[src/sv/tss_pkg.sv]
// shared types and constants of the tick scheduler
package tss_pkg;

  localparam int NUM_TASKS = 6;
  localparam int NUM_SEMS  = 4;
  localparam int TASK_W    = 3;
  localparam int SEM_W     = 2;
  localparam int TICK_W    = 8;
  localparam int SLEEP_W   = 16;
  localparam int CNT_W     = 5;
  localparam int QLEN_W    = 3;
  localparam int PRIO_W    = 48;
  localparam int SEMINIT_W = 16;

  localparam logic signed [CNT_W-1:0] CNT_MIN = -5'sd16;
  localparam logic signed [CNT_W-1:0] CNT_MAX = 5'sd15;
  localparam logic [PRIO_W-1:0]    PRIO_RESET    = 48'h0101_0101_0101;
  localparam logic [SEMINIT_W-1:0] SEMINIT_RESET = 16'h3111;

  typedef enum logic [2:0] {
    MODE_TICK   = 3'd0,
    MODE_SLEEP  = 3'd1,
    MODE_P      = 3'd2,
    MODE_V      = 3'd3,
    MODE_REINIT = 3'd4
  } tss_mode_e;

  typedef enum logic {
    REG_PRIO    = 1'b0,
    REG_SEMINIT = 1'b1
  } tss_reg_e;

  typedef enum logic [2:0] {
    ST_IDLE, ST_EXEC, ST_DEC, ST_PICK, ST_REFILL, ST_PICK2, ST_OUT
  } tss_state_e;

  typedef struct packed {
    logic [2:0]         mode;
    logic [SEM_W-1:0]   sem_id;
    logic [SLEEP_W-1:0] sleep_ticks;
  } tss_item_t;

  typedef struct packed {
    logic [TASK_W-1:0] current_task;
    logic              none_ready;
    logic              caller_blocked;
    logic              woken_valid;
    logic [TASK_W-1:0] woken_task;
  } tss_result_t;

  typedef struct packed {
    logic              index;
    logic [PRIO_W-1:0] data;
  } tss_cfg_t;

  typedef struct packed {
    logic               dec_sleep;
    logic               refill;
    logic               tick_dec;
    logic               set_sleep;
    logic [SLEEP_W-1:0] sleep_val;
    logic               set_wait;
    logic               clr_wait;
  } tss_cell_cmd_t;

  typedef struct packed {
    logic [TICK_W-1:0] most;
    logic [TASK_W-1:0] idx;
  } tss_best_t;

endpackage

[src/sv/tss_task_cell.sv]
// one task cell: ticks, sleep counter, waiting flag and a link of the pick chain
module tss_task_cell (
  input  logic                       clk_i,
  input  logic                       rst_ni,
  input  logic [tss_pkg::TASK_W-1:0] idx_i,
  input  logic [tss_pkg::TICK_W-1:0] prio_i,
  input  tss_pkg::tss_cell_cmd_t     cmd_i,
  input  tss_pkg::tss_best_t         best_i,
  output tss_pkg::tss_best_t         best_o
);
  import tss_pkg::*;

  logic [TICK_W-1:0]  ticks_q, ticks_d;
  logic [SLEEP_W-1:0] sleep_q, sleep_d;
  logic               wait_q, wait_d;
  logic               eligible;

  assign eligible = !wait_q && (sleep_q == '0);

  always_comb begin
    ticks_d = ticks_q;
    if (cmd_i.refill && eligible) begin
      ticks_d = prio_i;
    end else if (cmd_i.tick_dec && ticks_q != '0) begin
      ticks_d = ticks_q - 1'b1;
    end
    sleep_d = sleep_q;
    if (cmd_i.set_sleep) begin
      sleep_d = cmd_i.sleep_val;
    end else if (cmd_i.dec_sleep && sleep_q != '0) begin
      sleep_d = sleep_q - 1'b1;
    end
    wait_d = wait_q;
    if (cmd_i.set_wait) begin
      wait_d = 1'b1;
    end else if (cmd_i.clr_wait) begin
      wait_d = 1'b0;
    end
  end

  // strict compare keeps the lower index on ties
  always_comb begin
    best_o = best_i;
    if (eligible && ticks_q > best_i.most) begin
      best_o.most = ticks_q;
      best_o.idx  = idx_i;
    end
  end

  always_ff @(posedge clk_i or negedge rst_ni) begin
    if (!rst_ni) begin
      ticks_q <= '0;
      sleep_q <= '0;
      wait_q  <= 1'b0;
    end else begin
      ticks_q <= ticks_d;
      sleep_q <= sleep_d;
      wait_q  <= wait_d;
    end
  end
endmodule
[config.mk]
export PLATFORM = sky130hd
export DESIGN_NAME = tss_task_cell
export DESIGN_NICKNAME = d
export VERILOG_FILES = /design/src/sv/tss_pkg.sv /design/src/sv/tss_task_cell.sv
export SDC_FILE = /design/constraint.sdc
export NUM_CORES = 1
export LEC_CHECK = 0
export BUFFER_PORTS_ARGS = -buffer_cell sky130_fd_sc_hd__buf_2
export CAP_MARGIN = 20
export CORE_MARGIN = 10
export CORE_UTILIZATION = 55
export CTS_CLUSTER_DIAMETER = 150
export CTS_CLUSTER_SIZE = 25
export DETAILED_ROUTE_END_ITERATION = 8
export GPL_TIMING_DRIVEN = 0
export HOLD_SLACK_MARGIN = 0.06
export PLACE_DENSITY = 0.92
export SYNTH_ARGS = -nofsm -noshare
export SYNTH_HDL_FRONTEND = slang
export SYNTH_SLANG_ARGS = --single-unit
[constraint.sdc]
create_clock -name clk_i -period 3.1 [get_ports clk_i]
set_input_delay 0.155 -clock clk_i [delete_from_list [all_inputs] [get_ports clk_i]]
set_output_delay 0.155 -clock clk_i [all_outputs]
set_load 0.02 [all_outputs]
==> results.md, run 1 <==
Global route:
- The initial antenna violation count is 0.
- Global routing finished with a remaining overflow of 0.
- The via count of the first global-routing pass is 1,884.
- The first global-routing pass estimated 8380 um of wire.
- Entering global routing, the biggest net connects 26 pins.
- The total routing resource utilization after global routing is 0.161.

Logic synthesis:
- The number of enable-type register cells in the synthesized netlist is 0.
- Yosys mapped the design onto 42 distinct sky130hd cell types.
- By area, the combinational part of the netlist is dominated by simple AND/OR/NAND/NOR gates.
- Of the total synthesized cell area, the portion taken by AND, OR, NAND and NOR gates is 0.247.
- The complex-gate fraction of the synthesized area came to 0.127.
- Of the total synthesized cell area, the portion taken by XOR and XNOR cells is 0.0721.
- The most frequently used flop master after synthesis is dfrtp_1.
- After synthesis, the cell types taking the most area are dfrtp_1, ha_1, mux2_2.
- In this run the mean area of a mapped cell was 8.84 um2.
- The number of nets in the synthesized netlist is 263.
- The share of synthesized flip-flops with an asynchronous set or reset is 1.00.
- The cell count after synthesis is 206.
- Of all cell types, the one taking the most synthesized area is dfrtp_1.
- The synthesized-area fraction occupied by adder cells is 0.0755.
- Measured against the total synthesized area, the mux share comes to 0.0893.
- The total of warnings raised by yosys is 0.
- After synthesis the netlist holds a flip-flop and latch count of 25.
- The netlist area before placement is 1820 um2.
- The sequential-to-total area share from yosys stat is 0.343.
- The fraction of synthesized cell area taken by the top area cell type is 0.343.

STA:
- Setup repair after global routing left no endpoint under its margin.
- After layout, the minimum clock period comes to 2780 ps.
- The number of failing hold endpoints at the final stage is 0.
- Headroom to the max-slew limit came out at 0.541.
- Adding up every negative setup slack in the final design gives 0 ps.
- The worst-margin pin slew is 682 ps.
- Based on the critical path, the design can be clocked at up to 359 MHz.
- Setup violations remaining at the end of the flow were counted as 0.
- In the finished design, the share of the clock period the worst path needs comes to 0.898.
- The total count of max-transition violations in the final report came to 0.
- The setup skew after layout is 4.90 ps.

Floorplanning:
- The floorplan has 20 rows.
- 57 I/O pins were placed.
- The floorplan step defined a die boundary enclosing 6010 um2.
- The vertical extent of the die is 77.6 um.
- After floorplanning, the core was sized to cover 3100 um2.
- The die outline width is 77.6 um.
- For this configuration, the core starts out at a cell density of 0.587.

Power:
- The power density of the placed cells is 473 nW/um2.
- The highest ir drop seen on vdd is 0.334 mV.
- The standby leakage power is 1.05 nW.

Cells and area:
- The final instance area is 2330 um2.
- The antenna diode instance count is 0.
- The filler cells instantiated in the layout total 219.
- In the final layout, the share of cells above drive strength 1 is 0.281.
- The growth of design area from synthesis to finish is 28.2%.
- The net count of the finished layout is 339.

Worst setup path:
- Grouping stages by cell kind, the critical path spends the most delay in simple AND/OR/NAND/NOR gates.
- The critical path goes through or3_2 -> nor3_1 -> o2111ai_1 -> a21oi_2 -> buf_6 -> mux2_2 -> buf_2.
- The largest stage delay on the critical path is 500 ps.
- The slowest stage of the critical path is the or3_2 cell.
- The depth of the worst register-to-register path is 6.
- STA classifies the critical path startpoint as a register.
- In this run the critical register-to-register path is launched from sleep_q[4].
- The count of buffering cells on the critical path with inverters included is 2.
- At the worst endpoint, the arrival time is 2630 ps.
- The register-to-register path setup slack is 910 ps.
- The data required time at the worst endpoint is 2940 ps.
- The endpoint of the lowest-slack register-to-register path is ticks_q[3].
- The worst setup path is of the register to primary output kind.
- The kind of capture point of the worst setup path is a primary output.
- Of all nets on the critical path, the largest fanout is 10.

Outcome:
- The flow ran to the end, and the final reports show no timing, DRC or antenna violations.

Place:
- The HPWL after detailed placement is 3780 um.
- At the end of routability-driven placement, the weighted congestion stood at 0.848.
- The area of placed instances is 2160 um2.
- The count of port buffers added during placement is 56.

Routing:
- The count of nets left with antenna violations once routing finished came out at 0.
- The remaining routing DRC violations is 0.
- The total vias in the final route is 1,773.
- After detailed routing, the average wire length per cell comes to 15.1 um.
- The initial detailed-routing violation count is 112.
- The first detailed-routing pass took 4 iterations.
- In the routed layout, each cell is associated on average with a via count of 5.46.
- The total routed wirelength is 4920 um.

Hold path:
- The worst hold-check path type is input pin to register.
- The worst min-delay path startpoint is cmd_i[12].
- Counting instances, the worst hold path has a depth of 3.
- The worst hold path terminates at sleep_q[10].

Clock network:
- The tree built by TritonCTS fans out to 25 sinks.
- The number of buffers added by the clock tree synthesis step is 3.
- The worst-skew pair later-pin latency is 310 ps.
- The root buffer cell is clkbuf_4.
- The TritonCTS clock tree is yes.
- CTS built an H-tree with a depth of 1.
- After clock tree synthesis, the clock-pin slew on the worst setup and hold paths is 140 ps.
- The maximum count of clock buffers along a single path is 2.

Job:
- Across the run, the number of max-cap violations was 0.
[power by group]
group	switching [mW]	leakage, nW	internal, mW
Clock	0.0960	0.0177	0.0482
Combinational	0.235	0.730	0.219
Sequential	0.108	0.302	0.399
[per-layer routing]
metal / vias up / routed length (um) / track usage
li1: 882 / - / -
met1: 819 / 2050 / 0.183
met2: 70 / 2470 / 0.297
met3: 2 / 384 / 0.0415
met4: 0 / 14 / 0.0292
met5: - / 0 / 0
[cell families (layout without fill, tap and decap cells)]
kind of cell,Yosys count,count (layout)
AND/OR/NAND/NOR,80,80
multiplexers,15,15
XOR/XNOR,15,15
buffers and inverters,20,95
flip-flops,25,25
AO/OA/AOI/OAI,40,40
adder cells (fa/ha/maj),11,11
[cell type report]
class / instances / area (um2) / share of cell area
multi-input combinational: 161 / 1110 / 0.476
sequential: 25 / 626 / 0.268
timing repair buffer: 71 / 430 / 0.184
tap: 44 / 55.1 / 0.0236
inverter: 14 / 52.6 / 0.0225
buffer: 6 / 31.3 / 0.0134
clock buffer: 3 / 22.5 / 0.00965
clock inverter: 1 / 5.00 / 0.00214
[cells in the mapped netlist, drive strengths merged, types with 5 or more instances]
master	instances
dfrtp	25
nand2	25
a21oi	17
inv	14
o21ai	14
nor2	12
nor3	12
ha	11
mux2	10
xnor2	9
xor2	6
mux2i	5
nand4	5
[metrics by stage]
stage	cells	setup slack [ps]	hold WS (ps)	utilization	total power, mW
final	325	318	62.8	0.752	1.10
after global routing	325	180	73.8	0.752	1.21
after CTS	324	332	60.0	0.749	1.10
after detailed placement	306	703	170	0.695	0.946
after global placement	306	725	170	0.695	0.912
after floorplan	206	991	-141	-	0.804
[placed cells by master, fill, tap and decap left out, types with 4 or more instances in the layout]
cell type,synthesis,routed
nor2_1,12,12
ha_1,11,11
mux2i_1,5,5
xnor2_1,9,9
mux2_2,10,10
buf_2,1,57
dlygate4sd3_1,0,15
nand4_1,5,5
dfrtp_1,25,25
nor3_1,11,11
o21ai_0,12,12
xor2_1,6,6
a21oi_1,16,16
nand3_1,4,4
clkbuf_1,4,4
nand2_1,25,25
inv_1,14,14
[timing repair]
| item | in CTS | in global routing |
|---|---|---|
| endpoints found under the hold margin | 38 | 1 |
| hold buffers | 14 | 1 |
| buffers inserted | 0 | 0 |
| gates resized for setup | 0 | 0 |
[sequential cells by signal, summed over array words and instances, names as in the netlist]
register,flops
ticks_q,8
wait_q,1
sleep_q,16
[worst register-to-register path: stages, from the launching register on]
cell and delay, ps:
dfrtp_1 460, or3_2 500, nor3_1 290, nand4_1 320, clkbuf_1 300, nor2_1 140
a21oi_1 50
[worst max path at each step]
stage,startpoint,to,slack [ps],cells past startpoint
floorplan,sleep_q[4],best_o[4],990,6
global placement,sleep_q[4],best_o[2],730,7
finish,sleep_q[4],best_o[2],320,7
CTS,sleep_q[4],best_o[2],330,7
global route,sleep_q[4],best_o[2],180,7
detailed placement,sleep_q[4],best_o[2],700,7
Power figures use the tool's default switching activity.
==> inputs of run 2 (changes only) <==
- ABC_AREA: not set -> 1
- CORE_UTILIZATION: 55 -> 58
- PLACE_DENSITY: 0.92 -> 0.93
==> results.md, run 2 <==
Floorplanning:
- The initial cell density of the core was 0.606 (+0.0187).
- The die outline width is 82.1 um (+5.8%).
- The standard-cell row count was 22 (+10%).
- The I/O pin total is 57 (unchanged).
- The vertical extent of the die is 82.1 um (+5.8%).
- The area enclosed by the die boundary is 6740 um2 (+12%).
- The area of the core region is 3690 um2 (+19%).

Global route:
- The total routing resource utilization after global routing is 0.180 (+0.0185).
- The initial antenna violation count was 0 (unchanged).
- The via count of the first global-routing pass is 2,279 (+21%).
- The maximum number of pins on one net before global-route repair is 26 (unchanged).
- The overall overflow remaining after global route is 0 (unchanged).
- The global-route wire length before repair came to 9940 um (+19%).

Power:
- The standby leakage power came to 1.42 nW (+35%).
- The total internal power is 0.737 mW (+11%).
- The relative contribution of combinational cells to total power is 0.455 (+0.044).
- The sequential fraction of design power is 0.393 (-0.066).
- The power density of the placed cells came to 499 nW/um2 (+5.5%).
- The highest ir drop seen on vdd was 0.381 mV (+14%).
- The clock power share was 0.152 (+0.022).
- The switching share of power came to 0.439 (+0.0424).
- The net switching power came to 0.577 mW (+32%).

Routing:
- The total routed wirelength is 5970 um (+21%).
- The initial detailed-routing violation count came to 206 (+84%).
- The number of detailed-route iterations in the first pass is 5 (+1).
- The post-detailed-route count of antenna-violating nets is 0 (unchanged).
- The routed via count divided by cell count is 5.43 (-0.54%).
- The remaining routing DRC violations is 0 (unchanged).
- The total vias in the final route came to 2,409 (+36%).
- The post-detailed-route wirelength per cell was 13.4 um (-11%).

Worst setup path:
- The kind of capture point of the worst setup path is a primary output.
- The capture point of the critical path is best_o[8].
- The sort of element at the start of the critical path is a register.
- The depth of the worst register-to-register path is 10 (+4).
- On the critical path the largest part of the delay comes from simple AND/OR/NAND/NOR gates.
- The endpoint arrival time on the critical path is 2070 ps (-560 ps).
- The register-to-register path setup slack was 1400 ps (+490 ps).
- The instance count on the critical path is 9 (+2).
- The largest stage delay on the critical path is 470 ps (-30 ps).
- The data required time at the worst endpoint was 2940 ps (about the same).
- The startpoint of the worst-slack reg-to-reg timing path is ticks_q[0].
- The count of buffering cells on the critical path with inverters included is 2 (unchanged).
- The source of the critical timing path is ticks_q[5].
- In this run the critical register-to-register path is captured at ticks_q[1].
- The maximum fanout along the worst path is 10 (unchanged).
- The worst-path cell with the longest stage delay is dfrtp_1.
- The library cell appearing most often on the critical path is nand2_1.
- Traced cell by cell, the critical path runs through ha_1 -> nand4_1 -> nor3_1 -> nor2_4 -> nand2_2 -> buf_6 -> nand2_1 -> nand2_1 -> buf_2.
- The start-to-end type of the worst setup path is register to primary output.

STA:
- The portion of the clock cycle consumed by the worst path in the final layout is 0.719 (-0.179).
- Setup repair after global routing left no endpoint under its margin.
- The aggregate negative setup slack came to 0 ps (unchanged).
- The total of endpoints with negative setup slack in the final report is 0 (unchanged).
- The worst-margin pin slew is 565 ps (-117 ps).
- The number of failing hold endpoints at the final stage is 0 (unchanged).
- The setup skew after layout is 8.68 ps (+3.78 ps).
- The max-slew headroom at the worst pin came to 0.623 (+0.0820).
- The final setup slack of the worst path is 872 ps (+554 ps).
- The final critical-path required period is 2230 ps (-554 ps).
- The highest attainable clock frequency came to 449 MHz (+25%).
- The total count of max-transition violations in the final report was 0 (unchanged).

Cells and area:
- The most frequent standard cell in the layout excluding fill and tap cells is nand2_1.
- The number of flip-flops in the largest register is 16 (unchanged).
- The growth of design area from synthesis to finish is 17.7%.
- The antenna diode instance count is 0 (unchanged).
- The filler cell count is 305 (+39%).
- The area used by multi-input combinational logic is 1420 um2 (+28%).
- The final instance area came to 2630 um2 (+13%).
- The register with the most flip-flops is sleep_q.
- The fraction of layout instances using a drive strength above 1 was 0.245 (-0.0362).
- The net count of the finished layout is 454 (+34%).
- In the final layout, the registers with the most flip-flops are sleep_q (16), ticks_q (8), wait_q (1).
- In the layout the commonest cells are nand2_1, nand3_1, buf_2.
- The sequential cell area is 626 um2 (unchanged).

Outcome:
- The run finished with clean final reports.

Place:
- The area of placed instances is 2570 um2 (+19%).
- The post-placement worst setup slack is 1170 ps (+471 ps).
- The count of port buffers added during placement is 56 (unchanged).
- The global placement routability congestion is 0.933 (+10%).
- The HPWL after detailed placement is 4820 um (+28%).

Logic synthesis:
- By area the synthesized netlist is led by dfrtp_1, nand2_1, nand3_1.
- The share of synthesized flip-flops with an asynchronous set or reset was 1.00 (unchanged).
- The sequential-to-total area share from yosys stat is 0.280 (-0.0635).
- The fraction of synthesized cell area taken by the top area cell type is 0.280 (-0.0635).
- The number of enable-type register cells in the synthesized netlist is 0 (unchanged).
- The number of synthesized register bits is 25 (unchanged).
- The cell with the most instances after synthesis is nand2_1.
- By count the netlist is led by nand2_1, nand3_1, inv_1.
- The post-synth net total is 392 (+49%).
- The count of cell types in the netlist was 28 (-33%).
- The synthesized area divided by synthesized cell count is 6.67 um2 (-25%).
- The cell type with the highest aggregate area in the netlist is dfrtp_1.
- The total of warnings raised by yosys came to 0 (unchanged).
- The netlist area before placement is 2230 um2 (+23%).
- The cell count after synthesis is 335 (+63%).
- For this run, the leading register cell type out of synthesis is dfrtp_1.

Clock network:
- The number of buffers added by the clock tree synthesis step is 3 (unchanged).
- The total setup buffers inserted after CTS is 0 (unchanged).
- The total number of H-tree levels was 1 (unchanged).
- TritonCTS built the clock tree.
- The cell sitting at the root of the clock tree is a clkbuf_8.
- The maximum count of clock buffers along a single path is 2 (unchanged).
- The worst-skew pair later-pin latency is 280 ps (-30 ps).
- The total clock sinks is 25 (unchanged).
- The clock-pin transition on the worst setup and hold timing paths is 80 ps (-60 ps).

Hold path:
- The worst hold-check path type is input pin to register.

Job:
- The total of max-cap violations is 0 (unchanged).
==> run 2: changes by cell type after synthesis, sizes merged, moves of 4 or more <==
cell	delta
mux2i	-5
nand2	+84
nor2	+30
mux2	-10
nand3	+61
nor3	-9
a21oi	-13
xnor2	-5
inv	+22
nor4	-4
==> run 2: area by class of cell <==
| cell class | count | share of cell area |
|---|---|---|
| timing repair buffer | 57 | 0.110 |
| clock buffer | 3 | 0.0157 |
| inverter | 36 | 0.0514 |
| multi-input combinational | 267 | 0.541 |
| clock inverter | 1 | 0.00190 |
| tap | 48 | 0.0228 |
| buffer | 7 | 0.0195 |
| sequential | 25 | 0.238 |
==> run 2: metrics by stage <==
| stage | power, mW | cells | utilization | hold slack, ps |
|---|---|---|---|---|
| after floorplan | 0.944 | 335 | - | -141 |
| after global placement | 1.08 | 439 | 0.698 | 175 |
| after detailed placement | 1.11 | 439 | 0.698 | 184 |
| after CTS | 1.31 | 444 | 0.713 | 67.7 |
| after global routing | 1.43 | 444 | 0.713 | 80.3 |
| final | 1.31 | 444 | 0.713 | 65.9 |
==> run 2: what timing repair did <==
item	in CTS	in global routing
resized for setup	0	0
hold endpoints to repair	25	0
hold buffers	1	0
setup endpoints to repair	0	0
==> run 2: power by group through the flow <==
stage	combinational (mW)	clock (mW)	sequential, mW
2_1_floorplan	0.458	0	0.486
3_5_place_dp	0.591	0	0.518
3_3_place_gp	0.566	0	0.515
5_1_grt	0.690	0.214	0.528
6_report	0.598	0.200	0.516
4_1_cts	0.598	0.200	0.512
==> run 2: kinds of logic after synthesis <==
group | count (synthesis) | synth area share
adders and majority gates | 11 | 0.0616
DFF | 25 | 0.280
xor gates and xnor gates | 7 | 0.0274
AOI/OAI and AO/OA | 21 | 0.0689
and+or+nand+nor | 228 | 0.479
buffers and inverters | 43 | 0.0834
==> run 2: how the worst min path moves through the flow <==
| stage | startpoint | end | slack (ps) | cells after the start |
|---|---|---|---|---|
| after floorplan | rst_ni | sleep_q[0] | -140 | 0 |
| after global placement | rst_ni | sleep_q[5] | 170 | 1 |
| after detailed placement | rst_ni | sleep_q[15] | 180 | 1 |
| after CTS | cmd_i[0] | wait_q | 70 | 2 |
| after global routing | cmd_i[0] | wait_q | 80 | 2 |
| final | cmd_i[0] | wait_q | 70 | 2 |
==> run 2: routing by layer <==
layer / global-route usage / wire, um
met5: 0 / 0
met4: 0.0510 / 93
met3: 0.0338 / 634
met2: 0.292 / 2740
met1: 0.237 / 2500
==> inputs of run 3 (changes only) <==
- CORE_UTILIZATION: 58 -> 54
- PLACE_DENSITY: 0.93 -> 0.88
- clock period: 3.1 -> 2.1 ns (I/O delays scaled with it)
==> results.md, run 3 (same netlist as run 2, synthesis figures left out) <==
Outcome:
- The flow ran to the end, and the final reports show no timing, DRC or antenna violations.

Global route:
- The met2 demand-to-capacity share in global routing was 0.286 (-0.00670).
- The met3 track demand over resource is 0.0435 (+0.00964).
- The initial antenna violation count is 0 (unchanged).
- The via count of the first global-routing pass is 2,385 (+4.7%).
- The overall overflow remaining after global route is 0 (unchanged).
- The maximum number of pins on one net before global-route repair is 26 (unchanged).
- The global-route wire length before repair came to 10,600 um (+6.6%).
- The fraction of met1 tracks used by global routing is 0.215 (-0.0214).
- The total routing resource utilization after global routing is 0.172 (-0.00780).
- The routing layer with the top usage in global route is met2.

Hold path:
- The min-delay analysis places its worst path in the category input pin to register.
- The worst hold path terminates at ticks_q[1].
- The depth of the worst hold-timing path is 3 (+1).
- The worst min-delay path startpoint is prio_i[1].

STA:
- The portion of the clock cycle consumed by the worst path in the final layout is 0.986.
- The total of endpoints with negative setup slack in the final report came to 0 (unchanged).
- The setup skew after layout is 1.85 ps (-6.83 ps).
- Static timing analysis puts the maximum clock frequency at 483 MHz.
- The max-slew headroom at the worst pin is 0.603 (-0.0199).
- The total count of max-transition violations in the final report is 0 (unchanged).
- The worst-margin pin slew came to 595 ps (+29.9 ps).
- The number of failing hold endpoints at the final stage was 0 (unchanged).
- Setup repair after global routing could not meet its margin everywhere.
- The routed design could run at a clock period as short as 2070 ps.
- The final setup slack of the worst path is 29.9 ps (-842 ps).
- The worst hold margin is 58.6 ps (-7.23 ps).

Power:
- The standby leakage power is 1.58 nW (+11%).
- The post-route total power is 2.34 mW (+78%).
- The power density of the placed cells was 742 nW/um2 (+49%).
- The highest ir drop seen on vdd is 0.645 mV (+69%).

Cells and area:
- The fraction of layout instances using a drive strength above 1 is 0.355 (+0.110).
- Relative to the synthesized area, the layout overhead comes to 41.0%.
- The largest registers in the layout are sleep_q (16), ticks_q (8), wait_q (1).
- The most frequent standard cell in the layout excluding fill and tap cells is nand2_1.
- The number of flip-flops in the largest register was 16 (unchanged).
- The register with the most flip-flops is sleep_q.
- The net count of the finished layout was 486 (+7.0%).
- In the layout the commonest cells are nand2_1, nand3_1, buf_2.
- The antenna diode instance count is 0 (unchanged).

Worst setup path:
- The register-to-register path setup slack is 290 ps (-1110 ps).
- The sort of element at the start of the critical path is a register.
- The signal on the critical path passes through ha_4 -> nand4_1 -> nor3_2 -> nor2_4 -> nand2_4 -> buf_6 -> nand2_2 -> nand2_2 -> buf_6.
- The start-to-end type of the worst setup path is register to primary output.
- The endpoint of the lowest-slack register-to-register path is sleep_q[10].
- The worst setup path is captured at a primary output.
- In this run the critical register-to-register path is launched from sleep_q[1].
- The maximum fanout along the worst path is 6 (-4).
- The depth of the worst register-to-register path is 10 (unchanged).
- The endpoint arrival time on the critical path is 1970 ps (-100 ps).
- For this design, the slowest cell found on the critical path is dfrtp_2.
- The data required time at the worst endpoint is 2000 ps (-940 ps).
- The largest stage delay on the critical path is 480 ps (about the same).

Place:
- The count of port buffers added during placement is 56 (unchanged).
- The HPWL after detailed placement came to 4710 um (-2.3%).
- The global placement routability congestion came to 0.945 (+1.3%).
- The post-placement worst setup slack is 215 ps (-960 ps).

Routing:
- The total routed wirelength is 7390 um (+24%).
- The routed via count divided by cell count is 5.54 (+2.2%).
- The post-detailed-route count of antenna-violating nets is 0 (unchanged).
- The initial detailed-routing violation count came to 233 (+13%).
- The post-detailed-route wirelength per cell is 15.5 um (+15%).
- The number of detailed-route iterations in the first pass is 5 (unchanged).
- The remaining routing DRC violations is 0 (unchanged).
- The total vias in the final route was 2,650 (+10%).

Clock network:
- The total clock sinks is 25 (unchanged).
- The worst-skew pair later-pin latency is 280 ps (about the same).
- The maximum count of clock buffers along a single path was 2 (unchanged).
- TritonCTS built the clock tree.
- The root buffer cell chosen for the clock tree is clkbuf_8.
- The number of buffers added by the clock tree synthesis step is 3 (unchanged).
- The clock-pin transition on the worst setup and hold timing paths was 90 ps (about the same).
- The total number of H-tree levels is 1 (unchanged).

Floorplanning:
- The die outline width was 84.3 um (+2.8%).
- The initial cell density of the core is 0.559 (-0.0472).
- The area of the core region is 4000 um2 (+8.4%).
- The vertical extent of the die was 84.3 um (+2.8%).
- The area enclosed by the die boundary came to 7110 um2 (+5.6%).
- The I/O pin total is 57 (unchanged).
- The standard-cell row count was 23 (+4.5%).

Job:
- The total of max-cap violations came to 0 (unchanged).
run 3: cell count changes in the layout (fill, tap and decap cells not counted), sizes merged:
cell and change:
clkinv -1, buf +15, dlygate4sd3 +17, clkbuf +1
run 3: layout make-up:
cell class / count / area, um2
repair buffers: 89 / 639
inverters: 36 / 135
clock buffers: 4 / 45.0
fillers: 245 / 848
well taps: 50 / 62.6
multi-input cells: 267 / 1580
flip-flops and latches: 25 / 637
plain buffers: 7 / 57.6
run 3: report_power, final:
part | internal, mW | total (mW) | switching [mW]
sequential | 0.603 | 0.771 | 0.168
combinational | 0.584 | 1.26 | 0.677
clock | 0.137 | 0.308 | 0.171
total | 1.32 | 2.34 | 1.02
run 3: metrics by stage:
| stage | TNS (ps) | cell area (um2) | util | std cells |
|---|---|---|---|---|
| finish | 0 | 3150 | 0.788 | 478 |
| global route | -368 | 3150 | 0.788 | 478 |
| CTS | 0 | 2830 | 0.708 | 465 |
| detailed placement | 0 | 2580 | 0.644 | 441 |
| global placement | 0 | 2580 | 0.644 | 441 |
| floorplan | 0 | 2230 | - | 335 |
run 3: repair_timing:
action	in CTS	in global routing
setup endpoints to repair	10	11
setup buffers	2	12
hold buffers	18	0
gates resized for setup	7	64
gates cloned	0	1
pin swaps	1	9
hold endpoints to repair	41	0
run 3: worst max-delay path, delay by kind of cell, from the launching register on:
kind | cells | cell delay, ps
adders and majority gates | 1 | 290
and+or+nand+nor | 6 | 650
buffers and inverters | 2 | 240
DFF | 1 | 480
run 3: per-layer routing:
layer	vias to the layer above	part of all wire
li1	1270	-
met1	1212	0.40
met2	145	0.49
met3	23	0.088
met4	0	0.025
met5	-	0
run 3: worst max-delay path by stage:
| stage | from | endpoint | slack (ps) | cells after the start |
|---|---|---|---|---|
| finish | ticks_q[6] | best_o[7] | 30 | 9 |
| global route | ticks_q[4] | best_o[9] | -60 | 10 |
| CTS | ticks_q[5] | best_o[3] | 2 | 10 |
| detailed placement | ticks_q[5] | best_o[3] | 210 | 9 |
| global placement | ticks_q[5] | best_o[3] | 240 | 9 |
| floorplan | ticks_q[5] | best_o[0] | 440 | 8 |
